**config.mk**
```make
export PLATFORM = sky130hd
export DESIGN_NAME = fifo_with_positional_delete_core_flat
export DESIGN_NICKNAME = d
export VERILOG_FILES = /design/src/fq_pkg.sv /design/src/fq_if.sv /design/src/fifo_with_positional_delete_core.sv /design/src/fq_mem.sv /design/src/fq_slot.sv /design/src/flat_wrapper.sv
export SDC_FILE = /design/constraint.sdc
export NUM_CORES = 2
export LEC_CHECK = 0
export ABC_CLOCK_PERIOD_IN_PS = 9500
export BUFFER_PORTS_ARGS = -buffer_cell sky130_fd_sc_hd__buf_2
export CAP_MARGIN = 20
export CORE_MARGIN = 4
export CORE_UTILIZATION = 30
export DETAILED_ROUTE_END_ITERATION = 7
export HOLD_SLACK_MARGIN = 0.02
export PLACE_DENSITY = 0.52
export SYNTH_ARGS = -nofsm -noshare
export SYNTH_HDL_FRONTEND = slang
export SYNTH_SLANG_ARGS = --single-unit
```
**constraint.sdc**
```tcl
create_clock -name clk -period 9.5 [get_ports clk]
set_input_delay 0 -clock clk [delete_from_list [all_inputs] [get_ports clk]]
set_output_delay 0 -clock clk [all_outputs]
set_load 0.02 [all_outputs]
```
**src/fq_pkg.sv**
```systemverilog
// fq_pkg: operation codes, status codes and word width shared by the
// positional-delete FIFO. No dependencies.
`timescale 1ns / 1ps

package fq_pkg;

	localparam int DATA_W = 32;

	// operation codes on the request channel
	localparam logic [1:0] OP_ENQ = 2'd0;
	localparam logic [1:0] OP_DEQ = 2'd1;
	localparam logic [1:0] OP_DEL = 2'd2;

	// status codes on the response channel
	localparam logic [1:0] ST_OK       = 2'd0;
	localparam logic [1:0] ST_OVERFLOW = 2'd1;
	localparam logic [1:0] ST_EMPTY    = 2'd2;
	localparam logic [1:0] ST_BADPOS   = 2'd3;

endpackage

```
**src/fq_if.sv**
```systemverilog
// fq_if: request and response channel interfaces (valid/ready) of the FIFO.
// Depends on fq_pkg for the word width.
`timescale 1ns / 1ps

interface fq_req_if #(parameter int POS_W = 7);
	logic                             valid;
	logic                             ready;
	logic [1:0]                       opcode;
	logic signed [fq_pkg::DATA_W-1:0] value;
	logic [POS_W-1:0]                 position;

	modport source (output valid, output opcode, output value, output position, input ready);
	modport sink (input valid, input opcode, input value, input position, output ready);
endinterface

interface fq_rsp_if #(parameter int CNT_W = 7);
	logic                             valid;
	logic                             ready;
	logic signed [fq_pkg::DATA_W-1:0] data;
	logic [1:0]                       status;
	logic [CNT_W-1:0]                 occupancy;

	modport source (output valid, output data, output status, output occupancy, input ready);
	modport sink (input valid, input data, input status, input occupancy, output ready);
endinterface

```
**src/fifo_with_positional_delete_core.sv**
```systemverilog
// Bounded FIFO of signed 32-bit words with enqueue, dequeue and
// delete-at-position (1-based from the head, order of the rest kept).
//
// Channels: req (opcode, value, position) and rsp (data, status, occupancy),
// both valid/ready; an item moves when valid and ready are high at a clock edge.
// Every request yields exactly one response. Status: ok, overflow, empty or
// underflow, invalid position. Data is the dequeued or deleted word, else zero.
//
// Timing: req.ready is high only while the sequencer is idle. Enqueue, errors
// and the unused opcode go from idle straight to the done state; dequeue
// passes through the read-wait state; delete also passes through the shift
// state when entries lie behind it, moving one entry toward the head per cycle,
// as the store's read and write ports and the shared slot adder handle one each.
// The next request is taken the cycle after the response register loads.
//
// Reset (arst_n low) empties the queue and drops any pending response; the
// entry store keeps no reset. If rsp.ready stays low, the finished response
// waits in its register and the sequencer holds until it is taken.
`timescale 1ns / 1ps

module fifo_with_positional_delete_core #(
	parameter int DEPTH = 64
) (
	input  logic      clk,
	input  logic      arst_n,
	fq_req_if.sink    req,
	fq_rsp_if.source  rsp
);

	localparam int IDX_W = (DEPTH > 1) ? $clog2(DEPTH) : 1;
	localparam int CNT_W = $clog2(DEPTH + 1);

	typedef enum logic [3:0] {
		S_IDLE   = 4'b0001,
		S_RDWAIT = 4'b0010,
		S_SHIFT  = 4'b0100,
		S_DONE   = 4'b1000
	} state_t;

	state_t                           state_q;
	logic [1:0]                       op_q;
	logic [IDX_W-1:0]                 head_q;
	logic [CNT_W-1:0]                 count_q;
	logic [CNT_W-1:0]                 idx_q;
	logic [IDX_W-1:0]                 gap_slot_q;
	logic [IDX_W-1:0]                 rd_slot_q;
	logic signed [fq_pkg::DATA_W-1:0] res_data_q;
	logic [1:0]                       res_status_q;
	logic                             rsp_valid_q;
	logic signed [fq_pkg::DATA_W-1:0] rsp_data_q;
	logic [1:0]                       rsp_status_q;
	logic [CNT_W-1:0]                 rsp_occ_q;

	logic [CNT_W-1:0]                 offset;
	logic [IDX_W-1:0]                 slot;
	logic                             accept;
	logic                             full;
	logic                             empty;
	logic                             pos_bad;
	logic                             more;
	logic                             rsp_load;
	logic                             mem_we;
	logic [IDX_W-1:0]                 mem_waddr;
	logic signed [fq_pkg::DATA_W-1:0] mem_wdata;
	logic                             mem_re;
	logic signed [fq_pkg::DATA_W-1:0] mem_rdata;

	assign req.ready     = (state_q == S_IDLE);
	assign accept        = req.valid && req.ready;
	assign full          = (count_q == CNT_W'(DEPTH));
	assign empty         = (count_q == '0);
	assign pos_bad       = (req.position == '0) || (req.position > count_q);
	assign more          = (offset < count_q);
	assign rsp_load      = (state_q == S_DONE) && (!rsp_valid_q || rsp.ready);
	assign rsp.valid     = rsp_valid_q;
	assign rsp.data      = rsp_data_q;
	assign rsp.status    = rsp_status_q;
	assign rsp.occupancy = rsp_occ_q;

	// select the offset from the head for the shared slot adder
	always_comb begin
		offset = '0;
		unique case (state_q)
			S_IDLE: begin
				if (req.opcode == fq_pkg::OP_ENQ) begin
					offset = count_q;
				end else if (req.opcode == fq_pkg::OP_DEL) begin
					offset = req.position - CNT_W'(1);
				end
			end
			S_RDWAIT: offset = idx_q + CNT_W'(1);
			S_SHIFT:  offset = idx_q + CNT_W'(2);
			S_DONE:   offset = '0;
			default:  offset = '0;
		endcase
	end

	fq_slot #(
		.DEPTH (DEPTH),
		.IDX_W (IDX_W),
		.CNT_W (CNT_W)
	) u_slot (
		.head   (head_q),
		.offset (offset),
		.slot   (slot)
	);

	// drive the store: append on enqueue, move one entry per shift cycle
	always_comb begin
		mem_we = ((state_q == S_IDLE) && accept && (req.opcode == fq_pkg::OP_ENQ) && !full)
			|| (state_q == S_SHIFT);
		mem_waddr = (state_q == S_SHIFT) ? gap_slot_q : slot;
		mem_wdata = (state_q == S_SHIFT) ? mem_rdata : req.value;
		mem_re = ((state_q == S_IDLE) && accept && !empty
				&& ((req.opcode == fq_pkg::OP_DEQ)
				|| ((req.opcode == fq_pkg::OP_DEL) && !pos_bad)))
			|| ((state_q == S_RDWAIT) && (op_q == fq_pkg::OP_DEL) && more)
			|| ((state_q == S_SHIFT) && more);
	end

	fq_mem #(
		.DEPTH (DEPTH),
		.IDX_W (IDX_W)
	) u_mem (
		.clk   (clk),
		.we    (mem_we),
		.waddr (mem_waddr),
		.wdata (mem_wdata),
		.re    (mem_re),
		.raddr (slot),
		.rdata (mem_rdata)
	);

	// sequencer, queue pointers and response valid
	always_ff @(posedge clk or negedge arst_n) begin
		if (!arst_n) begin
			state_q     <= S_IDLE;
			head_q      <= '0;
			count_q     <= '0;
			rsp_valid_q <= 1'b0;
		end else begin
			if (rsp_load) begin
				rsp_valid_q <= 1'b1;
			end else if (rsp.ready) begin
				rsp_valid_q <= 1'b0;
			end
			unique case (state_q)
				S_IDLE: begin
					if (accept) begin
						if (mem_re) begin
							state_q <= S_RDWAIT;
						end else begin
							state_q <= S_DONE;
						end
						if ((req.opcode == fq_pkg::OP_ENQ) && !full) begin
							count_q <= count_q + CNT_W'(1);
						end
					end
				end
				S_RDWAIT: begin
					if ((op_q == fq_pkg::OP_DEL) && more) begin
						state_q <= S_SHIFT;
					end else begin
						state_q <= S_DONE;
						count_q <= count_q - CNT_W'(1);
						if (count_q == CNT_W'(1)) begin
							head_q <= '0;
						end else if (op_q == fq_pkg::OP_DEQ) begin
							head_q <= slot;
						end
					end
				end
				S_SHIFT: begin
					if (!more) begin
						state_q <= S_DONE;
						count_q <= count_q - CNT_W'(1);
					end
				end
				S_DONE: begin
					if (rsp_load) begin
						state_q <= S_IDLE;
					end
				end
				default: state_q <= S_IDLE;
			endcase
		end
	end

	// operation context, shift pointers and response payload
	always_ff @(posedge clk) begin
		unique case (state_q)
			S_IDLE: begin
				if (accept) begin
					op_q       <= req.opcode;
					idx_q      <= (req.opcode == fq_pkg::OP_DEL) ? offset : '0;
					gap_slot_q <= slot;
					res_data_q <= '0;
					if ((req.opcode == fq_pkg::OP_ENQ) && full) begin
						res_status_q <= fq_pkg::ST_OVERFLOW;
					end else if (((req.opcode == fq_pkg::OP_DEQ)
							|| (req.opcode == fq_pkg::OP_DEL)) && empty) begin
						res_status_q <= fq_pkg::ST_EMPTY;
					end else if ((req.opcode == fq_pkg::OP_DEL) && pos_bad) begin
						res_status_q <= fq_pkg::ST_BADPOS;
					end else begin
						res_status_q <= fq_pkg::ST_OK;
					end
				end
			end
			S_RDWAIT: begin
				res_data_q <= mem_rdata;
				rd_slot_q  <= slot;
			end
			S_SHIFT: begin
				gap_slot_q <= rd_slot_q;
				rd_slot_q  <= slot;
				idx_q      <= idx_q + CNT_W'(1);
			end
			S_DONE: begin
				if (rsp_load) begin
					rsp_data_q   <= res_data_q;
					rsp_status_q <= res_status_q;
					rsp_occ_q    <= count_q;
				end
			end
			default: begin
			end
		endcase
	end

	// the count never passes the store depth
	assert property (@(posedge clk) disable iff (!arst_n)
		count_q <= CNT_W'(DEPTH))
		else $error("entry count exceeds depth");

	// an empty queue keeps its head at slot zero
	assert property (@(posedge clk) disable iff (!arst_n)
		(count_q == '0) |-> (head_q == '0))
		else $error("head not reset on empty queue");

	// the store is written only on an enqueue acceptance or a shift step
	assert property (@(posedge clk) disable iff (!arst_n)
		mem_we |-> ((state_q == S_IDLE) || (state_q == S_SHIFT)))
		else $error("store write outside enqueue or shift");

	// an overflow response reports a full queue
	assert property (@(posedge clk) disable iff (!arst_n)
		(rsp_valid_q && (rsp_status_q == fq_pkg::ST_OVERFLOW))
			|-> (rsp_occ_q == CNT_W'(DEPTH)))
		else $error("overflow reported on a queue that is not full");

	// an empty or underflow response reports zero entries
	assert property (@(posedge clk) disable iff (!arst_n)
		(rsp_valid_q && (rsp_status_q == fq_pkg::ST_EMPTY)) |-> (rsp_occ_q == '0))
		else $error("empty reported on a queue that holds entries");

endmodule

```
**src/fq_mem.sv**
```systemverilog
// fq_mem: entry store of the FIFO, one write port and one registered read port.
// Depends on fq_pkg for the word width.
`timescale 1ns / 1ps

module fq_mem #(
	parameter int DEPTH = 64,
	parameter int IDX_W = 6
) (
	input  logic                             clk,
	input  logic                             we,
	input  logic [IDX_W-1:0]                 waddr,
	input  logic signed [fq_pkg::DATA_W-1:0] wdata,
	input  logic                             re,
	input  logic [IDX_W-1:0]                 raddr,
	output logic signed [fq_pkg::DATA_W-1:0] rdata
);

	logic signed [fq_pkg::DATA_W-1:0] mem [DEPTH];

	// write port
	always_ff @(posedge clk) begin
		if (we) begin
			mem[waddr] <= wdata;
		end
	end

	// registered read port
	always_ff @(posedge clk) begin
		if (re) begin
			rdata <= mem[raddr];
		end
	end

endmodule

```
**src/fq_slot.sv**
```systemverilog
// fq_slot: shared address unit, maps an offset from the head to a store slot
// with circular wrap. No package dependencies.
`timescale 1ns / 1ps

module fq_slot #(
	parameter int DEPTH = 64,
	parameter int IDX_W = 6,
	parameter int CNT_W = 7
) (
	input  logic [IDX_W-1:0] head,
	input  logic [CNT_W-1:0] offset,
	output logic [IDX_W-1:0] slot
);

	localparam int SUM_W = CNT_W + 1;

	logic [SUM_W-1:0] sum;

	// add and wrap once: head < DEPTH and offset <= DEPTH keep the sum below 2*DEPTH
	always_comb begin
		sum = SUM_W'(head) + SUM_W'(offset);
		if (sum >= SUM_W'(DEPTH)) begin
			slot = IDX_W'(sum - SUM_W'(DEPTH));
		end else begin
			slot = IDX_W'(sum);
		end
	end

endmodule

```
**src/flat_wrapper.sv**
```systemverilog
// flat-port wrapper written by rule: the top's interface ports become plain ports
module fifo_with_positional_delete_core_flat 
#(
	parameter int DEPTH = 64
)
  (clk, arst_n, req_valid, req_opcode, req_value, req_position, req_ready, rsp_valid, rsp_data, rsp_status, rsp_occupancy, rsp_ready);
  fq_req_if #(.POS_W(($clog2(DEPTH + 1)))) req_i ();
  fq_rsp_if #(.CNT_W(($clog2(DEPTH + 1)))) rsp_i ();
  input  logic clk;
  input  logic arst_n;
  input wire logic [$bits(req_i.valid)-1:0] req_valid;
  input wire logic [$bits(req_i.opcode)-1:0] req_opcode;
  input wire logic [$bits(req_i.value)-1:0] req_value;
  input wire logic [$bits(req_i.position)-1:0] req_position;
  output wire logic [$bits(req_i.ready)-1:0] req_ready;
  output wire logic [$bits(rsp_i.valid)-1:0] rsp_valid;
  output wire logic [$bits(rsp_i.data)-1:0] rsp_data;
  output wire logic [$bits(rsp_i.status)-1:0] rsp_status;
  output wire logic [$bits(rsp_i.occupancy)-1:0] rsp_occupancy;
  input wire logic [$bits(rsp_i.ready)-1:0] rsp_ready;
  assign req_i.valid = req_valid;
  assign req_i.opcode = req_opcode;
  assign req_i.value = req_value;
  assign req_i.position = req_position;
  assign req_ready = req_i.ready;
  assign rsp_valid = rsp_i.valid;
  assign rsp_data = rsp_i.data;
  assign rsp_status = rsp_i.status;
  assign rsp_occupancy = rsp_i.occupancy;
  assign rsp_i.ready = rsp_ready;
  fifo_with_positional_delete_core #(.DEPTH(DEPTH)) u_core (.clk(clk), .arst_n(arst_n), .req(req_i), .rsp(rsp_i));
endmodule
```
==> impl_metrics.py <==
metrics = {
    "setup_path": {
        "rrSetupSlack_ns": 3.37,
        "r2r-end": "u_core.u_mem.mem[41][26]$_DFFE_PP_",
        "r2r_cells": 16,
        "rr_startpoint": "u_core.state_q[1]$_DFFE_PN0P_",
        "cp_max_fo": 37,
        "crit_type": "reg2reg",
        "critPathCaptureType": "flip-flop",
        "crit_arrival_ns": 6.72,
        "cp_data_required_time_ns": 10.09,
        "cp-start-kind": "flip-flop",
    },
    "job": {
        "max_cap_violations": 0,
    },
    "clock_tree": {
        "cts_tree": "done",
        "clock_sinks": 2194,
        "holdBufCountCts": 30,
        "path_clk_slew_ns": 0.06,
        "cts_root_buf": "clkbuf_16",
        "cts_resized": 0,
        "htree_num_levels": 4,
        "clkLatencyLatePin_ns": 0.85,
        "cts_buffer_depth": 3,
        "post_cts_buffers": 0,
        "numCtsBuffers": 216,
    },
    "logic_synthesis": {
        "ys_ff_latch": 2194,
        "synthXorXnorAreaFrac_pct": 0.257,
        "synth.mux.area_fraction_pct": 16.1,
        "synthAdderAreaFrac_pct": 0.433,
        "synth_cells": 4131,
        "synth_compound_area_share_pct": 1.10,
        "ys.flop_type": "edfxtp_1",
        "yosysUniqueCellTypes": 66,
        "synth-seq-area-share_pct": 76.9,
        "synthesis.area_um2": 85500,
        "yosys_warnings": 0,
        "synth.avg_cell_area_um2": 20.7,
        "synth_nets": 4205,
        "synth_top_family_by_area": "multiplexers",
        "async_flop_share_pct": 0.820,
        "synth_edf_count": 2176,
        "yosys.area_share.simple_pct": 4.00,
    },
    "global_route": {
        "grt_pass1_vias": 41900,
        "grt.total_usage_pct": 15.4,
        "grt_pass1_wl_um": 325000,
        "grt_antenna_before_repair": 7,
        "grt_max_degree": 107,
        "overflow": 0,
    },
    "power_and_ir_drop": {
        "internal-power_mw": 18.4,
        "peakVddDrop_mv": 0.212,
        "switchingPower_mw": 8.36,
        "swShare_pct": 31.2,
        "power_frac_seq_pct": 41.3,
        "p_leak_nw": 31.8,
        "combPwrFrac_pct": 28.1,
        "p_per_area_nw_per_um2": 271,
        "p_clk_share_pct": 30.6,
    },
    "layout": {
        "nets": 4440,
        "syn_to_final_growth_pct": 15.6,
        "ff_latch_area_um2": 65800,
        "multiInputGateArea_um2": 19500,
        "fillCellCount": 26300,
        "drive_gt1_share_pct": 25.1,
    },
    "detailed_routing": {
        "dr.pass1.iters": 5,
        "wl_per_cell_um": 27.9,
        "num_vias": 41700,
        "routed_via_density": 5.03,
        "routed_wl_um": 231000,
        "drt-initial-drc-count": 5174,
        "drc": 0,
        "antenna_left": 0,
    },
    "sta": {
        "skew_ns": 0.0276,
        "fin_crit_sh_pct": 64.6,
        "finalSetupTns_ns": 0,
        "finalSetupViolCount": 0,
        "fin_crit_ns": 6.13,
        "slew_headroom_pct": 26.2,
        "worst_slack_ns": 3.37,
        "finalHoldViolCount": 0,
        "fmax_mhz": 163,
        "slew_violations": 0,
        "rsz0062_at_grt": "no",
        "tightest_slew_ns": 1.11,
    },
    "placed_design": {
        "dp_hpwl_um": 132000,
        "gp_congestion": 0.800,
        "post-place-ws_ns": 3.24,
        "io_buffers": 87,
    },
    "floorplanning": {
        "die_h_um": 542,
        "die_x_um": 542,
        "dieArea_um2": 294000,
        "coreArea_um2": 283000,
        "rows": 195,
        "io_pins": 88,
        "start_util_pct": 30.2,
    },
    "hold_path": {
        "whs_path_depth": 4,
        "hp-start": "req_value[8]",
        "min_to": "u_core.u_mem.mem[25][8]$_DFFE_PP_",
        "hp-class": "in2reg",
    },
    "run_status": {
        "run_status": "finished, final reports clean",
    },
}
[layer usage]
metal / vias up / wire length (um) / global-route usage [%]
li1: 17400 / - / -
met1: 22700 / 102000 / 22.3
met2: 1403 / 108000 / 24.0
met3: 262 / 14400 / 2.50
met4: 0 / 6760 / 4.54
met5: - / 0 / 0
[cell families after synthesis]
kind of cell	count (synthesis)
mux	736
xor+xnor	23
compound gates	128
flops	2194
buf+inv	256
simple gates	765
fa+ha+maj	29
[state kept, by name, indices dropped and copies added (netlist names)]
register	cells
u_core.count_q	7
u_core.u_mem.rdata	32
u_core.res_data_q	32
u_core.head_q	6
u_core.u_mem.mem	2048
u_core.rsp.status	2
u_core.rsp.occupancy	7
u_core.rd_slot_q	6
u_core.state_q	4
u_core.res_status_q	2
u_core.idx_q	7
u_core.rsp.valid	1
u_core.op_q	2
u_core.gap_slot_q	6
u_core.rsp.data	32
[synth_stat cells, drive strengths merged, types with 3 or more instances]
library cell	count	area share, %
edfxtp	2176	76
mux4	512	13
nand2	413	1.8
mux2i	224	2.6
nand3	139	0.81
clkbuf	134	0.59
buf	90	0.46
nor2	82	0.36
nand4	68	0.50
o211ai	39	0.34
and2	35	0.26
inv	32	0.14
ha	28	0.41
o21ai	18	0.11
dfrtp	17	0.50
xnor2	16	0.19
a21oi	15	0.088
o31ai	10	0.088
nor2b	9	0.066
o22ai	9	0.066
xor2	7	0.072
a21o	5	0.044
o21a	4	0.035
a22oi	3	0.026
a2bb2oi	3	0.045
and3	3	0.022
nor3	3	0.018
o22a	3	0.032
or3b	3	0.031
[power groups by stage]
| stage | Clock (mW) | Sequential, mW | Combinational, mW |
|---|---|---|---|
| 2_1_floorplan | 0 | 11.2 | 4.86 |
| 3_3_place_gp | 0 | 11.3 | 7.65 |
| 3_5_place_dp | 0 | 11.3 | 7.67 |
| 4_1_cts | 8.37 | 11.1 | 7.69 |
| 5_1_grt | 8.78 | 11.1 | 8.01 |
| 6_report | 8.20 | 11.1 | 7.53 |
[how the worst max path moves through the flow]
stage / depth (start not counted) / endpoint / startpoint / slack (ns)
final: 16 / u_core.u_mem.mem[41][26]$_DFFE_PP_ / u_core.state_q[1]$_DFFE_PN0P_ / 3.37
after global routing: 16 / u_core.u_mem.mem[41][26]$_DFFE_PP_ / u_core.state_q[1]$_DFFE_PN0P_ / 2.98
after CTS: 12 / u_core.u_mem.rdata[13]$_DFFE_PP_ / u_core.state_q[2]$_DFFE_PN0P_ / 3.33
after global placement: 17 / u_core.u_mem.rdata[13]$_DFFE_PP_ / req_opcode[0] / 3.28
after detailed placement: 17 / u_core.u_mem.rdata[13]$_DFFE_PP_ / req_opcode[0] / 3.24
after floorplan: 12 / u_core.u_mem.rdata[0]$_DFFE_PP_ / u_core.state_q[0]$_DFFE_PN1P_ / 3.64
[stage by stage]
stage          cells  utilization [%]  area [um^2]  hold WS (ns)  power (mW)
2_1_floorplan   4131                -        85500        -0.296        16.1
3_3_place_gp    7842             32.3        91400       -0.0160        18.9
3_5_place_dp    7855             32.4        91700      -0.00445        19.0
4_1_cts         8284             34.9        98700        0.0411        27.1
5_1_grt         8291             34.9        98900        0.0878        27.9
6_report        8294             34.9        98900        0.0654        26.8
[cell usage in the layout, fill, tap and decap left out, types with 65 or more instances in the layout]
cell type  Yosys  final
nand2_1      413    380
nor2_4         0     65
nand3_1      139    139
buf_2         36     88
clkbuf_16      0    218
mux2i_1      224    224
edfxtp_1    2176   2176
mux4_2       512    512
buf_4          0     95
nand4_1       68     68
[critical path: stages (launching register included)]
cell       delay (ns)
dfrtp_1          0.55
nor4b_4          0.27
buf_4            0.44
nor2_2           0.16
inv_1            0.38
o211ai_1         0.15
o21ai_0          0.21
ha_1             0.40
nand2_1          0.10
o211ai_1         0.08
a21oi_1          0.19
xnor2_1          0.16
xnor2_4          0.56
buf_4            0.70
a2bb2oi_2        0.83
nor2_4           0.33
buf_16           0.27
[area by class of cell]
cell class                 count  share of cell area [%]
sequential                  2194                    66.5
inverter                      32                   0.129
antenna                        4                  0.0101
clock inverter               137                    1.11
multi-input combinational   1681                    19.7
clock buffer                 262                    5.73
tap                         3743                    4.74
timing repair buffer         241                    2.06
Note: power is estimated with default switching activity, not from simulation.
